File: src/rtl/core/dlpg_pkg.sv
// dlpg_pkg: shared types and constants for the dda line pixel generator
// no dependencies; imported by every module of the block
package dlpg_pkg;

    localparam int SCREEN_H_BITS = 13;
    localparam logic [SCREEN_H_BITS-1:0] SCREEN_H_RESET = 13'd480;
    localparam int COLOUR_BITS = 32;

    typedef enum logic {
        MODE_START = 1'b0,
        MODE_STEP  = 1'b1
    } mode_t;

    typedef enum logic [1:0] {
        ST_IDLE,
        ST_DIV,
        ST_LINE
    } state_t;

    typedef struct packed {
        logic load_line;
        logic emit;
    } ctrl_cmd_t;

    typedef struct packed {
        logic line_ok;
        logic fin;
        logic div_busy;
    } dp_status_t;

endpackage

File: src/rtl/core/dlpg_div.sv
// dlpg_div: restoring divider, one quotient bit per cycle, msb first
// depends on dlpg_pkg; used by dlpg_datapath for the slope
module dlpg_div #(
    parameter int W   = 13,
    parameter int Q_W = 17
) (
    input  logic           aclk,
    input  logic           aresetn,
    input  logic           start,
    input  logic [W-1:0]   num,
    input  logic [W-1:0]   den,
    output logic           busy,
    output logic [Q_W-1:0] quot
);
    import dlpg_pkg::*;

    localparam int CNT_W = $clog2(Q_W + 1);

    logic [CNT_W-1:0] cnt_reg, cnt_next;
    logic [W:0]       rem_reg, rem_next;
    logic [W-1:0]     den_reg;
    logic [Q_W-1:0]   quot_reg, quot_next;
    logic             ge;
    logic [W:0]       diff;

    always_comb begin
        ge        = rem_reg >= {1'b0, den_reg};
        diff      = ge ? (rem_reg - {1'b0, den_reg}) : rem_reg;
        rem_next  = {diff[W-1:0], 1'b0};
        quot_next = {quot_reg[Q_W-2:0], ge};
        cnt_next  = cnt_reg - CNT_W'(1);
    end

    always_ff @(posedge aclk) begin
        if (!aresetn) begin
            cnt_reg <= '0;
        end else if (start) begin
            cnt_reg <= CNT_W'(Q_W);
        end else if (cnt_reg != '0) begin
            cnt_reg <= cnt_next;
        end
    end

    always_ff @(posedge aclk) begin
        if (start) begin
            rem_reg  <= {1'b0, num};
            den_reg  <= den;
            quot_reg <= '0;
        end else if (cnt_reg != '0) begin
            rem_reg  <= rem_next;
            quot_reg <= quot_next;
        end
    end

    assign busy = cnt_reg != '0;
    assign quot = quot_reg;

endmodule

File: src/rtl/core/dlpg_datapath.sv
// dlpg_datapath: line setup, slope divider, accumulator and output register
// depends on dlpg_pkg and dlpg_div; driven by dlpg_ctrl
module dlpg_datapath #(
    parameter int FRAC_BITS  = 16,
    parameter int COORD_BITS = 13
) (
    input  logic                                aclk,
    input  logic                                aresetn,
    input  logic                                cfg_wr_en,
    input  logic [dlpg_pkg::SCREEN_H_BITS-1:0]  cfg_wr_data,
    input  logic signed [COORD_BITS-1:0]        start_x,
    input  logic signed [COORD_BITS-1:0]        start_y,
    input  logic signed [COORD_BITS-1:0]        end_x,
    input  logic signed [COORD_BITS-1:0]        end_y,
    input  logic [dlpg_pkg::COLOUR_BITS-1:0]    colour,
    input  dlpg_pkg::ctrl_cmd_t                 cmd,
    output dlpg_pkg::dp_status_t                status,
    output logic signed [COORD_BITS-1:0]        pixel_x,
    output logic signed [COORD_BITS:0]          pixel_row,
    output logic [dlpg_pkg::COLOUR_BITS-1:0]    pixel_colour,
    output logic                                pixel_last
);
    import dlpg_pkg::*;

    localparam int ACC_W   = COORD_BITS + FRAC_BITS + 1;
    localparam int Q_W     = FRAC_BITS + 1;
    localparam int SLOPE_W = FRAC_BITS + 2;
    localparam int ROW_W   = COORD_BITS + 1;
    localparam int CALC_W  = (ROW_W > SCREEN_H_BITS) ? ROW_W : SCREEN_H_BITS;

    logic [SCREEN_H_BITS-1:0]     screen_h_reg;
    logic                         major_x_reg;
    logic signed [COORD_BITS-1:0] major_pos_reg;
    logic signed [COORD_BITS-1:0] major_end_reg;
    logic signed [ACC_W-1:0]      acc_reg;
    logic                         neg_reg;
    logic [COLOUR_BITS-1:0]       colour_reg;
    logic signed [COORD_BITS-1:0] out_x_reg;
    logic signed [ROW_W-1:0]      out_row_reg;
    logic [COLOUR_BITS-1:0]       out_colour_reg;
    logic                         out_last_reg;

    logic signed [COORD_BITS:0]   dx, dy;
    logic [COORD_BITS-1:0]        adx, ady, num, den;
    logic                         major_x, swap;
    logic signed [COORD_BITS-1:0] maj0, maj1, min0;
    logic signed [ACC_W-1:0]      acc_load, rnd;
    logic [Q_W-1:0]               quot;
    logic                         div_busy;
    logic signed [SLOPE_W-1:0]    slope_mag, slope;
    logic signed [COORD_BITS-1:0] minor, px, py;
    logic [CALC_W-1:0]            row_full;
    logic                         fin;

    // line setup from the start transfer
    always_comb begin
        dx       = {end_x[COORD_BITS-1], end_x} - {start_x[COORD_BITS-1], start_x};
        dy       = {end_y[COORD_BITS-1], end_y} - {start_y[COORD_BITS-1], start_y};
        adx      = dx[COORD_BITS] ? COORD_BITS'(-dx) : dx[COORD_BITS-1:0];
        ady      = dy[COORD_BITS] ? COORD_BITS'(-dy) : dy[COORD_BITS-1:0];
        major_x  = adx > ady;
        swap     = major_x ? dx[COORD_BITS] : dy[COORD_BITS];
        maj0     = major_x ? (swap ? end_x : start_x) : (swap ? end_y : start_y);
        maj1     = major_x ? (swap ? start_x : end_x) : (swap ? start_y : end_y);
        min0     = major_x ? (swap ? end_y : start_y) : (swap ? end_x : start_x);
        num      = major_x ? ady : adx;
        den      = major_x ? adx : ady;
        acc_load = ACC_W'(min0) <<< FRAC_BITS;
    end

    dlpg_div #(
        .W   (COORD_BITS),
        .Q_W (Q_W)
    ) u_div (
        .aclk    (aclk),
        .aresetn (aresetn),
        .start   (cmd.load_line),
        .num     (num),
        .den     (den),
        .busy    (div_busy),
        .quot    (quot)
    );

    // pixel of the current step
    always_comb begin
        slope_mag = {1'b0, quot};
        slope     = neg_reg ? -slope_mag : slope_mag;
        rnd       = acc_reg + (ACC_W'(1) << (FRAC_BITS - 1));
        minor     = rnd[FRAC_BITS +: COORD_BITS];
        px        = major_x_reg ? major_pos_reg : minor;
        py        = major_x_reg ? minor : major_pos_reg;
        row_full  = CALC_W'(screen_h_reg) - CALC_W'(1) - CALC_W'(py);
        fin       = major_pos_reg >= major_end_reg;
    end

    always_ff @(posedge aclk) begin
        if (!aresetn) begin
            screen_h_reg <= SCREEN_H_RESET;
        end else if (cfg_wr_en) begin
            screen_h_reg <= cfg_wr_data;
        end
    end

    always_ff @(posedge aclk) begin
        if (cmd.load_line) begin
            major_x_reg   <= major_x;
            major_pos_reg <= maj0;
            major_end_reg <= maj1;
            acc_reg       <= acc_load;
            neg_reg       <= dx[COORD_BITS] ^ dy[COORD_BITS];
            colour_reg    <= colour;
        end else if (cmd.emit && !fin) begin
            major_pos_reg <= major_pos_reg + COORD_BITS'(1);
            acc_reg       <= acc_reg + ACC_W'(slope);
        end
    end

    always_ff @(posedge aclk) begin
        if (cmd.emit) begin
            out_x_reg      <= px;
            out_row_reg    <= row_full[ROW_W-1:0];
            out_colour_reg <= colour_reg;
            out_last_reg   <= fin;
        end
    end

    assign status.line_ok  = major_x || (dy != '0);
    assign status.fin      = fin;
    assign status.div_busy = div_busy;

    assign pixel_x      = out_x_reg;
    assign pixel_row    = out_row_reg;
    assign pixel_colour = out_colour_reg;
    assign pixel_last   = out_last_reg;

endmodule

File: src/rtl/core/dlpg_ctrl.sv
// dlpg_ctrl: handshake control and line sequencing state machine
// depends on dlpg_pkg; commands dlpg_datapath
module dlpg_ctrl (
    input  logic                 aclk,
    input  logic                 aresetn,
    input  logic                 s_tvalid,
    input  logic                 s_mode,
    output logic                 s_tready,
    output logic                 m_tvalid,
    input  logic                 m_tready,
    input  dlpg_pkg::dp_status_t status,
    output dlpg_pkg::ctrl_cmd_t  cmd
);
    import dlpg_pkg::*;

    state_t state_reg, state_next;
    logic   out_valid_reg, out_valid_next;
    logic   out_free, in_ready, accept, is_start;

    always_ff @(posedge aclk) begin
        if (!aresetn) begin
            state_reg     <= ST_IDLE;
            out_valid_reg <= 1'b0;
        end else begin
            state_reg     <= state_next;
            out_valid_reg <= out_valid_next;
        end
    end

    always_comb begin
        state_next     = state_reg;
        cmd            = '0;
        out_free       = !out_valid_reg || m_tready;
        out_valid_next = out_valid_reg && !m_tready;
        in_ready       = (state_reg != ST_DIV) && out_free;
        accept         = s_tvalid && in_ready;
        is_start       = mode_t'(s_mode) == MODE_START;
        case (state_reg)
            ST_IDLE, ST_LINE: begin
                if (accept && is_start) begin
                    cmd.load_line = 1'b1;
                    state_next    = status.line_ok ? ST_DIV : ST_IDLE;
                end else if (accept && state_reg == ST_LINE) begin
                    cmd.emit       = 1'b1;
                    out_valid_next = 1'b1;
                    state_next     = status.fin ? ST_IDLE : ST_LINE;
                end
            end
            ST_DIV: begin
                if (!status.div_busy && out_free) begin
                    cmd.emit       = 1'b1;
                    out_valid_next = 1'b1;
                    state_next     = status.fin ? ST_IDLE : ST_LINE;
                end
            end
            default: begin
                state_next = ST_IDLE;
            end
        endcase
    end

    assign s_tready = in_ready;
    assign m_tvalid = out_valid_reg;

`ifndef SYNTH
    a_no_take_while_div: assert property (@(posedge aclk) disable iff (!aresetn)
        state_reg == ST_DIV |-> !s_tready)
        else $error("input taken during slope division");

    a_emit_has_room: assert property (@(posedge aclk) disable iff (!aresetn)
        cmd.emit |=> m_tvalid)
        else $error("emitted pixel not presented");

    a_emit_after_div: assert property (@(posedge aclk) disable iff (!aresetn)
        (cmd.emit && state_reg == ST_DIV) |-> !status.div_busy && !cmd.load_line)
        else $error("first pixel emitted before slope ready");

    a_start_runs_div: assert property (@(posedge aclk) disable iff (!aresetn)
        (cmd.load_line && status.line_ok) |=> status.div_busy && state_reg == ST_DIV)
        else $error("line start did not launch divider");
`endif

endmodule

File: src/rtl/core/dda_line_pixel_generator.sv
// dda line pixel generator top level: start transfer sets up a line, step transfers walk it
// a start transfer of a nonzero-length line runs the serial slope divide, then its first pixel goes out on m_axis
// throughput: step transfers are taken one per cycle while m_axis has room, each pixel registered in the cycle after
// a start transfer holds the input while the divider runs
// reset: aresetn synchronous active low, clears control and sets screen_height to 480
module dda_line_pixel_generator #(
    parameter int FRAC_BITS  = 16,
    parameter int COORD_BITS = 13,
    localparam int IN_TW     = (((4 * COORD_BITS + dlpg_pkg::COLOUR_BITS) + 7) / 8) * 8,
    localparam int OUT_TW    = (((2 * COORD_BITS + 1 + dlpg_pkg::COLOUR_BITS) + 7) / 8) * 8
) (
    input  logic                               aclk,
    input  logic                               aresetn,
    input  logic                               cfg_wr_en,
    input  logic [dlpg_pkg::SCREEN_H_BITS-1:0] cfg_wr_data,
    input  logic                               s_axis_tvalid,
    output logic                               s_axis_tready,
    // start_x, start_y, end_x, end_y, colour
    input  logic [IN_TW-1:0]                   s_axis_tdata,
    // mode
    input  logic                               s_axis_tuser,
    output logic                               m_axis_tvalid,
    input  logic                               m_axis_tready,
    // pixel_x, pixel_row, pixel_colour
    output logic [OUT_TW-1:0]                  m_axis_tdata,
    output logic                               m_axis_tlast
);
    import dlpg_pkg::*;

    localparam int C = COORD_BITS;

    ctrl_cmd_t            cmd;
    dp_status_t           status;
    logic signed [C-1:0]  pixel_x;
    logic signed [C:0]    pixel_row;
    logic [COLOUR_BITS-1:0] pixel_colour;

    dlpg_ctrl u_ctrl (
        .aclk     (aclk),
        .aresetn  (aresetn),
        .s_tvalid (s_axis_tvalid),
        .s_mode   (s_axis_tuser),
        .s_tready (s_axis_tready),
        .m_tvalid (m_axis_tvalid),
        .m_tready (m_axis_tready),
        .status   (status),
        .cmd      (cmd)
    );

    dlpg_datapath #(
        .FRAC_BITS  (FRAC_BITS),
        .COORD_BITS (COORD_BITS)
    ) u_datapath (
        .aclk         (aclk),
        .aresetn      (aresetn),
        .cfg_wr_en    (cfg_wr_en),
        .cfg_wr_data  (cfg_wr_data),
        .start_x      (s_axis_tdata[0 +: C]),
        .start_y      (s_axis_tdata[C +: C]),
        .end_x        (s_axis_tdata[2*C +: C]),
        .end_y        (s_axis_tdata[3*C +: C]),
        .colour       (s_axis_tdata[4*C +: COLOUR_BITS]),
        .cmd          (cmd),
        .status       (status),
        .pixel_x      (pixel_x),
        .pixel_row    (pixel_row),
        .pixel_colour (pixel_colour),
        .pixel_last   (m_axis_tlast)
    );

    assign m_axis_tdata = OUT_TW'({pixel_colour, pixel_row, pixel_x});

endmodule
File: config.mk
export PLATFORM = sky130hd
export DESIGN_NAME = dda_line_pixel_generator
export DESIGN_NICKNAME = d
export VERILOG_FILES = /design/src/rtl/core/dlpg_pkg.sv /design/src/rtl/core/dlpg_div.sv /design/src/rtl/core/dlpg_datapath.sv /design/src/rtl/core/dlpg_ctrl.sv /design/src/rtl/core/dda_line_pixel_generator.sv
export SDC_FILE = /design/constraint.sdc
export NUM_CORES = 1
export LEC_CHECK = 0
export ABC_AREA = 1
export BUFFER_PORTS_ARGS = -buffer_cell sky130_fd_sc_hd__buf_2
export CORE_UTILIZATION = 45
export DETAILED_ROUTE_END_ITERATION = 8
export SLEW_MARGIN = 20
export SYNTH_ARGS = -nofsm -noshare
export SYNTH_HDL_FRONTEND = slang
export SYNTH_SLANG_ARGS = --single-unit
File: constraint.sdc
create_clock -name aclk -period 9.8 [get_ports aclk]
set_input_delay 0.98 -clock aclk [delete_from_list [all_inputs] [get_ports aclk]]
set_output_delay 0.98 -clock aclk [all_outputs]
set_load 0.01 [all_outputs]
==> results of run 1 <==
==> worst max-delay path: stages <==
cell	delay, ns
buf_2	0.12
ha_1	0.22
fa_1	0.54
ha_1	0.17
a21boi_0	0.19
nand3_1	0.12
nor2_1	0.14
nand2_1	0.07
nor2_1	0.23
nand3_1	0.14
nand2_1	0.08
nand2_1	0.07
nand2_1	0.06
inv_1	0.05
ha_1	0.28
a21oi_1	0.14
o21ai_1	0.10
a21oi_1	0.27
nand2_1	0.20
nand2_2	0.14
nand2_4	0.24
nand2_4	0.69
nand2_1	0.17
o211ai_1	0.14
nand3_1	0.29
nand2_1	0.15
==> metal layers <==
metal | track usage | share of wire | vias to the layer above
met5 | 0 | 0 | -
met4 | 0.08344 | 0.034 | 0
met3 | 0.02514 | 0.051 | 87
met1 | 0.2988 | 0.47 | 6428
met2 | 0.3664 | 0.45 | 375
li1 | - | - | 7132
==> power groups by stage <==
stage	registers, W	logic [W]	clock network, W
floorplan	0.00139	0.00221	0
global placement	0.00141	0.00273	0
detailed placement	0.00141	0.00279	0
CTS	0.00139	0.00281	0.00104
global route	0.00142	0.00318	0.00107
finish	0.00139	0.00281	0.00101
==> placed cells by master, fill, tap and decap left out, drive strengths merged, types with 6 or more instances in the layout <==
master  count
inv       284
a21oi      90
nor2      135
nand2     519
ha        113
clkinv      7
a21o        7
nand4      25
a31oi       8
nor3       61
xnor2      28
buf       172
clkbuf     32
xor2       53
dfxtp      55
edfxtp    159
o211ai     29
or2         6
nand3     205
o21ai     126
o22ai      30
==> final cells by class <==
class	instances	area, um^2	area share
clock inverter	16	191.4	0.01083
multi-input combinational	1483	8393	0.4746
timing repair buffer	172	880.8	0.04981
sequential	214	5876	0.3323
clock buffer	32	726.9	0.04111
inverter	281	1055	0.05965
tap	448	560.5	0.03170
==> cell families after synthesis <==
| family | after synthesis |
|---|---|
| simple gates | 965 |
| buf+inv | 341 |
| compound gates | 314 |
| flops | 214 |
| fa+ha+maj | 118 |
| xor+xnor | 81 |
| other cells | 1 |
==> stage by stage <==
| step | area [um^2] | total power, W |
|---|---|---|
| 2_1_floorplan | 15640 | 0.003596 |
| 3_3_place_gp | 16760 | 0.004140 |
| 3_5_place_dp | 16760 | 0.004199 |
| 4_1_cts | 17680 | 0.005237 |
| 5_1_grt | 17680 | 0.005669 |
| 6_report | 17680 | 0.005218 |
==> how the worst max path moves through the flow <==
stage,from,to,cells past startpoint
floorplan,m_axis_tready,u_datapath.acc_reg[16],10
global placement,s_axis_tdata[13],u_datapath.acc_reg[26],27
detailed placement,s_axis_tdata[13],u_datapath.acc_reg[26],26
CTS,s_axis_tdata[26],u_datapath.acc_reg[26],27
global route,s_axis_tdata[39],u_datapath.acc_reg[26],27
finish,s_axis_tdata[13],u_datapath.acc_reg[26],26
==> impl_metrics.yaml, run 1 <==
run:
  cap_violations: 0
sta:
  setup_viol: 0
  skew_ns: 0.01146
  hold_viol: 0
  rsz0062_at_grt: "false"
  worst_pin_slew_ns: 0.9466
  finalSetupTns_ns: 0
  finalWorstSetupSlack_ns: 4.147
  hold_slack_ns: 0.4176
  slew_headroom: 0.3650
  post-route-min-period_ns: 5.653
  min_period_over_period: 0.5768
  maxSlewViolCount: 0
  fmax_mhz: 176.9
run_status:
  outcome: "complete, no violations"
grt:
  grt_pass1_vias: 12930
  antenna_found_initial: 1
  grt_use_total: 0.2219
  grt_max_degree: 78
  grt_pass1_wl_mm: 63.84
  grt-ovfl-total: 0
final_layout:
  drive_gt1_frac: 0.1297
  syn2layout_area_growth_pct: 13.19
  utilization: 0.5221
  nNetsFinal: 2403
  final_cells: 2646
  diodes: 0
  fillers: 3313
synthesis:
  synth_edf_count: 159
  synth.distinct_cells: 52
  muxShareOfSynthArea: 0
  yosys_warnings: 0
  synth_most_common_cell: "nand2_1"
  synth_top_family_by_area: "simple AND/OR/NAND/NOR gates"
  ys_seq_area_frac: 0.3761
  syn_inst: 2034
  synth_compound_area_frac: 0.1150
  synth_xor_area_frac: 0.04685
  synth_area_leaders: "edfxtp_1, nand2_1, ha_1"
  synth_largest_area_cell: "edfxtp_1"
  synth_ff_type: "edfxtp_1"
  synthTopCellsByCount: "nand2_1, inv_1, nand3_1"
  async_flop_share: 0
  ys_seq_elements: 214
  synth_fa_ha_area_frac: 0.09691
  syn_area_per_cell_um2: 7.681
  syn_area_um2: 15620
  synth_top_area_share: 0.3056
  yosys.area_share.simple: 0.2758
route:
  dr.pass1.iters: 6
  drc: 0
  wire_per_inst_um: 15.16
  ant_nets: 0
  drtIter0Drc: 830
  vias: 14020
  via_per_inst: 5.299
  wl_mm: 40.12
power_and_ir_drop:
  powerDensity_nw_per_um2: 295.1
  switching_share: 0.4504
  p_leak_nw: 8.339
  p_sw_w: 0.002350
  clockPowerShare: 0.194
  irDropWorstVdd_mv: 0.1472
  combPwrFrac: 0.539
  seqPwrFrac: 0.267
  p_int_w: 0.002868
die:
  dieWidth_um: 188.3
  start_util: 0.4613
  die_y_um: 188.3
  fp.dieArea_um2: 35470
  fp-row-count: 67
  pin_count: 174
  core-area_um2: 33870
worst_setup_path:
  ff2ff_setup_slack_ns: 5.88
  rr_worst_depth: 20
  r2r_start: "u_datapath.u_div.quot[0]"
  startpoint_type: "primary input"
  critPathKind: "in2reg"
  cp_max_fo: 68
  worstPathRequired_ns: 10.19
  endpoint_kind: "flop"
  r2r_end: "u_datapath.acc_reg[26]"
  arrival_ns: 6.04
place:
  dpl.cell_count: 2598
  hpwl_mm: 30.94
  dp_worst_setup_slack_ns: 3.649
  port_buffers: 164
  place_congestion: 0.9589
min_path:
  hp-class: "reg2reg"
  hold_end: "u_datapath.pixel_colour[20]"
  hp-start: "u_datapath.colour_reg[20]"
  holdPathStages: 0
clock_network:
  cts_root_buf: "clkbuf_16"
  worstSkewPairLatency_ns: 0.54
  numCtsBuffers: 26
  cts_hold_buf: 0
  clk_pin_slew_ns: 0.06
  clock-sinks: 214
  htree_num_levels: 1
  cts_resized: 0
  clock_path_buffers: 3
  cts_tree: "done"
  cts_post_setup_buffers_inserted: 0
Note: power is estimated with default switching activity, not from simulation.
==> run 2: changes to the inputs <==
Settings changed: PLACE_DENSITY set to 0.66.
Clock period 9.8 ns to 4.6 ns, I/O delays scaled along.
==> run 2 against run 1 <==
Utilization grew 0.88 points. Final cell count grew 1.8%. Hold slack lost 0.31 ns.
==> impl_metrics.yaml, run 2 (same netlist as run 1, synthesis figures left out) <==
run_status:
  outcome: "complete, no violations"
clock_network:
  worstSkewPairLatency_ns: 0.53
  cts_resized: 0
  cts_tree: "done"
  cts_hold_buf: 0
  clock_path_buffers: 3
  numCtsBuffers: 24
  clk_pin_slew_ns: 0.07
  cts_post_setup_buffers_inserted: 0
  htree_num_levels: 1
  clock-sinks: 214
  cts_root_buf: "clkbuf_16"
die:
  start_util: 0.4613
  fp-row-count: 67
  core-area_um2: 33870
  die_y_um: 188.3
  fp.dieArea_um2: 35470
  dieWidth_um: 188.3
  pin_count: 174
run:
  cap_violations: 0
power_and_ir_drop:
  switching_share: 0.4484
  clockPowerShare: 0.169
  p_leak_nw: 8.529
  p_sw_w: 0.005039
  combPwrFrac: 0.567
  irDropWorstVdd_mv: 0.3323
  powerDensity_nw_per_um2: 624.9
  p_int_w: 0.006199
  seqPwrFrac: 0.264
sta:
  maxSlewViolCount: 0
  post-route-min-period_ns: 4.127
  fmax_mhz: 242.3
  rsz0062_at_grt: "false"
  skew_ns: 0.01165
  hold_viol: 0
  hold_slack_ns: 0.1091
  min_period_over_period: 0.8972
  finalWorstSetupSlack_ns: 0.4728
  worst_pin_slew_ns: 0.9494
  setup_viol: 0
  slew_headroom: 0.3632
route:
  vias: 14260
  wl_mm: 41.09
  drtIter0Drc: 875
  ant_nets: 0
  wire_per_inst_um: 15.26
  drc: 0
  dr.pass1.iters: 5
  via_per_inst: 5.295
grt:
  grt_use_met3: 0.02403
  grt_pass1_wl_mm: 66.36
  grt_use_total: 0.2297
  grt_max_degree: 76
  met2_usage: 0.3866
  grt.met1_usage: 0.3116
  grt_pass1_vias: 13380
  gr-max-usage-layer: "met2"
  grt-ovfl-total: 0
  antenna_found_initial: 0
worst_setup_path:
  cp_max_fo: 29
  crit_buf_inv: 3
  startpoint_type: "primary input"
  cp_slowest_cell: "fa_1"
  slowest_delay_ns: 0.56
  critPathMostFrequentCell: "nand3_1"
  cp.depth: 25
  arrival_ns: 4.39
  endpoint_kind: "flop"
  crit_family: "simple AND/OR/NAND/NOR gates"
  rr_worst_depth: 20
  worstPathRequired_ns: 4.86
  critPathKind: "in2reg"
place:
  placed_cell_area_um2: 17200
  dp_worst_setup_slack_ns: -0.05583
  place_congestion: 0.9268
  hpwl_mm: 32.56
  port_buffers: 164
min_path:
  hp-class: "in2reg"
  holdPathStages: 1
final_layout:
  syn2layout_area_growth_pct: 15.10
  diodes: 0
  drive_gt1_frac: 0.1474
  fillers: 3235
  fin_area_um2: 17980
  mostFrequentLayoutCell: "nand2_1"
  nNetsFinal: 2452
  final_cell_mix: "nand2_1, inv_1, nand3_1"
run 2: through the flow:
step	power [W]	TNS, ns	std cells	utilization
3_3_place_gp	0.009161	0	2649	0.5078
3_5_place_dp	0.009308	-0.3064	2649	0.5078
4_1_cts	0.01124	0	2693	0.5310
5_1_grt	0.01222	0	2693	0.5310
6_report	0.01124	0	2693	0.5310
2_1_floorplan	0.007661	0	2038	-
run 2: per-layer routing:
metal | vias to the layer above | wire length [um]
li1 | 7208 | -
met1 | 6570 | 19070
met2 | 415 | 18860
met3 | 66 | 2127
met4 | 0 | 1025
met5 | - | 0
run 2: worst paths after layout:
kind / from / end / slack [ns]
setup reg to reg: u_datapath.u_div.quot[0] / u_datapath.acc_reg[26] / 0.67
setup / recovery: s_axis_tdata[0] / u_datapath.acc_reg[21] / 0.47
hold reg to reg: u_datapath.colour_reg[18] / u_datapath.pixel_colour[18] / 0.42
hold / removal: s_axis_tdata[69] / u_datapath.colour_reg[17] / 0.11
run 2: area by class of cell:
| cell class | count | area (um^2) | area share |
|---|---|---|---|
| multi-input combinational | 1483 | 8393 | 0.4667 |
| sequential | 214 | 5876 | 0.3267 |
| timing repair buffer | 223 | 1314 | 0.07306 |
| inverter | 281 | 1055 | 0.05866 |
| clock buffer | 26 | 629.4 | 0.03500 |
| tap | 448 | 560.5 | 0.03117 |
| clock inverter | 18 | 155.1 | 0.008628 |
run 2: power groups by stage:
stage / combinational (W) / clock (W) / sequential (W)
after global routing: 0.00718 / 0.00202 / 0.00302
after CTS: 0.00633 / 0.00195 / 0.00296
after detailed placement: 0.00631 / 0 / 0.00300
after floorplan: 0.00470 / 0 / 0.00296
after global placement: 0.00618 / 0 / 0.00298
final: 0.00637 / 0.00190 / 0.00297
==> run 3: changes to the inputs <==
Settings changed: ABC_AREA 1 to 0, PLACE_DENSITY 0.66 to 0.67.
==> run 3 against run 2 <==
Hold slack lost 0.011 ns. Clock skew grew 0.029 ns. Utilization grew 3.2 points. Maximum frequency shrank 6.1%. Die area shrank 4.7%. Combinational power shrank 9.3%. Count of clock-buffer cells in the layout grew 7. Flip-flop and latch count is the same. Routed wire length shrank 1.7%. Power shrank 6.8%. Global-route usage grew 0.45 points. Clock power shrank 6%. Critical path type is now reg2reg.
==> impl_metrics.yaml, run 3 <==
power_and_ir_drop:
  irDropWorstVdd_mv: 0.3420
  p_leak_nw: 7.908
  powerDensity_nw_per_um2: 572.0
sta:
  min_period_over_period: 0.9556
  finalWorstSetupSlack_ns: 0.2044
  slew_headroom: 0.3104
  worst_pin_slew_ns: 1.031
  finalSetupTns_ns: 0
  rsz0062_at_grt: "true"
  maxSlewViolCount: 0
  skew_ns: 0.04091
  post-route-min-period_ns: 4.396
  hold_viol: 0
  setup_viol: 0
  fmax_mhz: 227.5
  hold_slack_ns: 0.09844
synthesis:
  synth_most_common_cell: "nand2_1"
  yosys_warnings: 0
  syn_area_per_cell_um2: 9.301
  syn_inst: 1599
  synth_largest_area_cell: "edfxtp_1"
  synthTopCellsByCount: "nand2_1, edfxtp_1, a21oi_1"
  synth_ff_type: "edfxtp_1"
  synth_area_leaders: "edfxtp_1, ha_1, dfxtp_1"
  ys_seq_elements: 214
  ys_seq_area_frac: 0.3951
  async_flop_share: 0
  synth_top_area_share: 0.3210
  syn_area_um2: 14870
  synth_edf_count: 159
  synth.distinct_cells: 79
clock_network:
  clk_pin_slew_ns: 0.06
  clock-sinks: 214
  clock_path_buffers: 3
  cts_hold_buf: 0
  cts_tree: "done"
  htree_num_levels: 1
  worstSkewPairLatency_ns: 0.54
  numCtsBuffers: 23
  cts_root_buf: "clkbuf_16"
grt:
  grt_pass1_vias: 12220
  grt_max_degree: 75
  grt_pass1_wl_mm: 63.11
  antenna_found_initial: 2
  grt-ovfl-total: 0
  grt_use_total: 0.2342
min_path:
  hp-class: "in2reg"
route:
  via_per_inst: 5.463
  dr.pass1.iters: 6
  vias: 12930
  ant_nets: 0
  wl_mm: 40.37
  drc: 0
  drtIter0Drc: 1022
  wire_per_inst_um: 17.06
die:
  die_y_um: 183.8
  dieWidth_um: 183.8
  core-area_um2: 32540
  pin_count: 174
  fp-row-count: 66
  start_util: 0.4571
  fp.dieArea_um2: 33780
worst_setup_path:
  critPathKind: "reg2reg"
  worstPathRequired_ns: 4.89
  arrival_ns: 4.69
  ff2ff_setup_slack_ns: 0.20
  cp_max_fo: 5
  crit_buf_inv: 4
  cp_cell_sequence: "inv_1 -> ha_1 -> nand2_1 -> or3_1 -> or3_1 -> or2_2 -> o21ai_0 -> buf_4 -> nand2_1 -> xor2_1 -> ha_1 -> a21o_1 -> a21o_1 -> inv_1 -> a31oi_1 -> o41ai_4 -> buf_4 -> o221ai_1 -> xor2_1 -> a32o_1"
  startpoint_type: "flop"
  crit_family: "compound AO/OA/AOI/OAI gates"
  endpoint_kind: "flop"
  slowest_delay_ns: 0.34
  cp_slowest_cell: "dfxtp_1"
place:
  place_congestion: 0.9166
  port_buffers: 164
  dp_worst_setup_slack_ns: -0.3358
  placed_cell_area_um2: 17410
  hpwl_mm: 31.24
final_layout:
  nNetsFinal: 2132
  fillers: 2935
  fin_area_um2: 18310
  final_cell_mix: "nand2_1, buf_4, buf_2"
  drive_gt1_frac: 0.2318
  syn2layout_area_growth_pct: 23.12
  mostFrequentLayoutCell: "nand2_1"
run_status:
  outcome: "complete, no violations"
run:
  cap_violations: 0
[run 3: repair_timing]
action | in CTS | in global routing
resized for setup | 0 | 14
setup buffers | 0 | 4
endpoints found under the hold margin | 0 | 0
endpoints found under the setup margin | 0 | 56
[run 3: cell type report]
cell class | count | area [um^2] | area share
multi-input cells | 1217 | 8467 | 0.4624
flip-flops and latches | 214 | 5876 | 0.3209
repair buffers | 349 | 2303 | 0.1258
clock buffers | 33 | 633.1 | 0.03457
well taps | 442 | 553.0 | 0.03020
inverters | 102 | 387.9 | 0.02118
clock inverters | 9 | 88.84 | 0.004851
diodes | 1 | 2.502 | 0.0001367
[run 3: kinds of logic after synthesis]
| group | share of synthesized area |
|---|---|
| buffers and inverters | 0.04551 |
| DFF | 0.3951 |
| xor gates and xnor gates | 0.07125 |
| AOI/OAI and AO/OA | 0.1876 |
| other | 0.0002521 |
| adders and majority gates | 0.1018 |
| muxes | 0.04795 |
| and+or+nand+nor | 0.1506 |
[run 3: worst reg2reg max path: stages, from the launching register on]
cell      delay (ns)
dfxtp_1         0.34
inv_1           0.08
ha_1            0.16
nand2_1         0.07
or3_1           0.33
or3_1           0.33
or2_2           0.30
o21ai_0         0.26
buf_4           0.17
nand2_1         0.06
xor2_1          0.23
ha_1            0.24
a21o_1          0.13
a21o_1          0.24
inv_1           0.11
a31oi_1         0.28
o41ai_4         0.12
buf_4           0.18
o221ai_1        0.19
xor2_1          0.15
a32o_1          0.22
[run 3: final timing paths]
path / startpoint / to / cells past startpoint
worst max register to register: u_datapath.u_div.quot[1] / u_datapath.acc_reg[24] / 20
worst max-delay path: u_datapath.u_div.quot[1] / u_datapath.acc_reg[24] / 20
worst min-delay path: s_axis_tdata[53] / u_datapath.colour_reg[1] / 1
worst min register to register: u_datapath.colour_reg[21] / u_datapath.pixel_colour[21] / 0
[run 3: through the flow]
step,power (W),cells,utilization
after floorplan,0.006764,1603,-
after global placement,0.008298,2317,0.5351
after detailed placement,0.008424,2317,0.5351
after CTS,0.01024,2359,0.5573
after global routing,0.01124,2367,0.5628
final,0.01047,2367,0.5628
[run 3: power breakdown]
| part | leakage [nW] | total (W) | internal (W) | switching (W) |
|---|---|---|---|---|
| clock | 0.350 | 0.00178 | 0.00102 | 0.000762 |
| sequential | 1.93 | 0.00291 | 0.00265 | 0.000261 |
| combinational | 5.62 | 0.00578 | 0.00260 | 0.00319 |
[run 3: routing by layer]
layer	global-route usage	wire, um	vias up
met5	0	13	-
met4	0.07300	1234	2
met3	0.03526	3043	70
met2	0.3909	18480	457
met1	0.3112	17600	5994
li1	-	-	6409
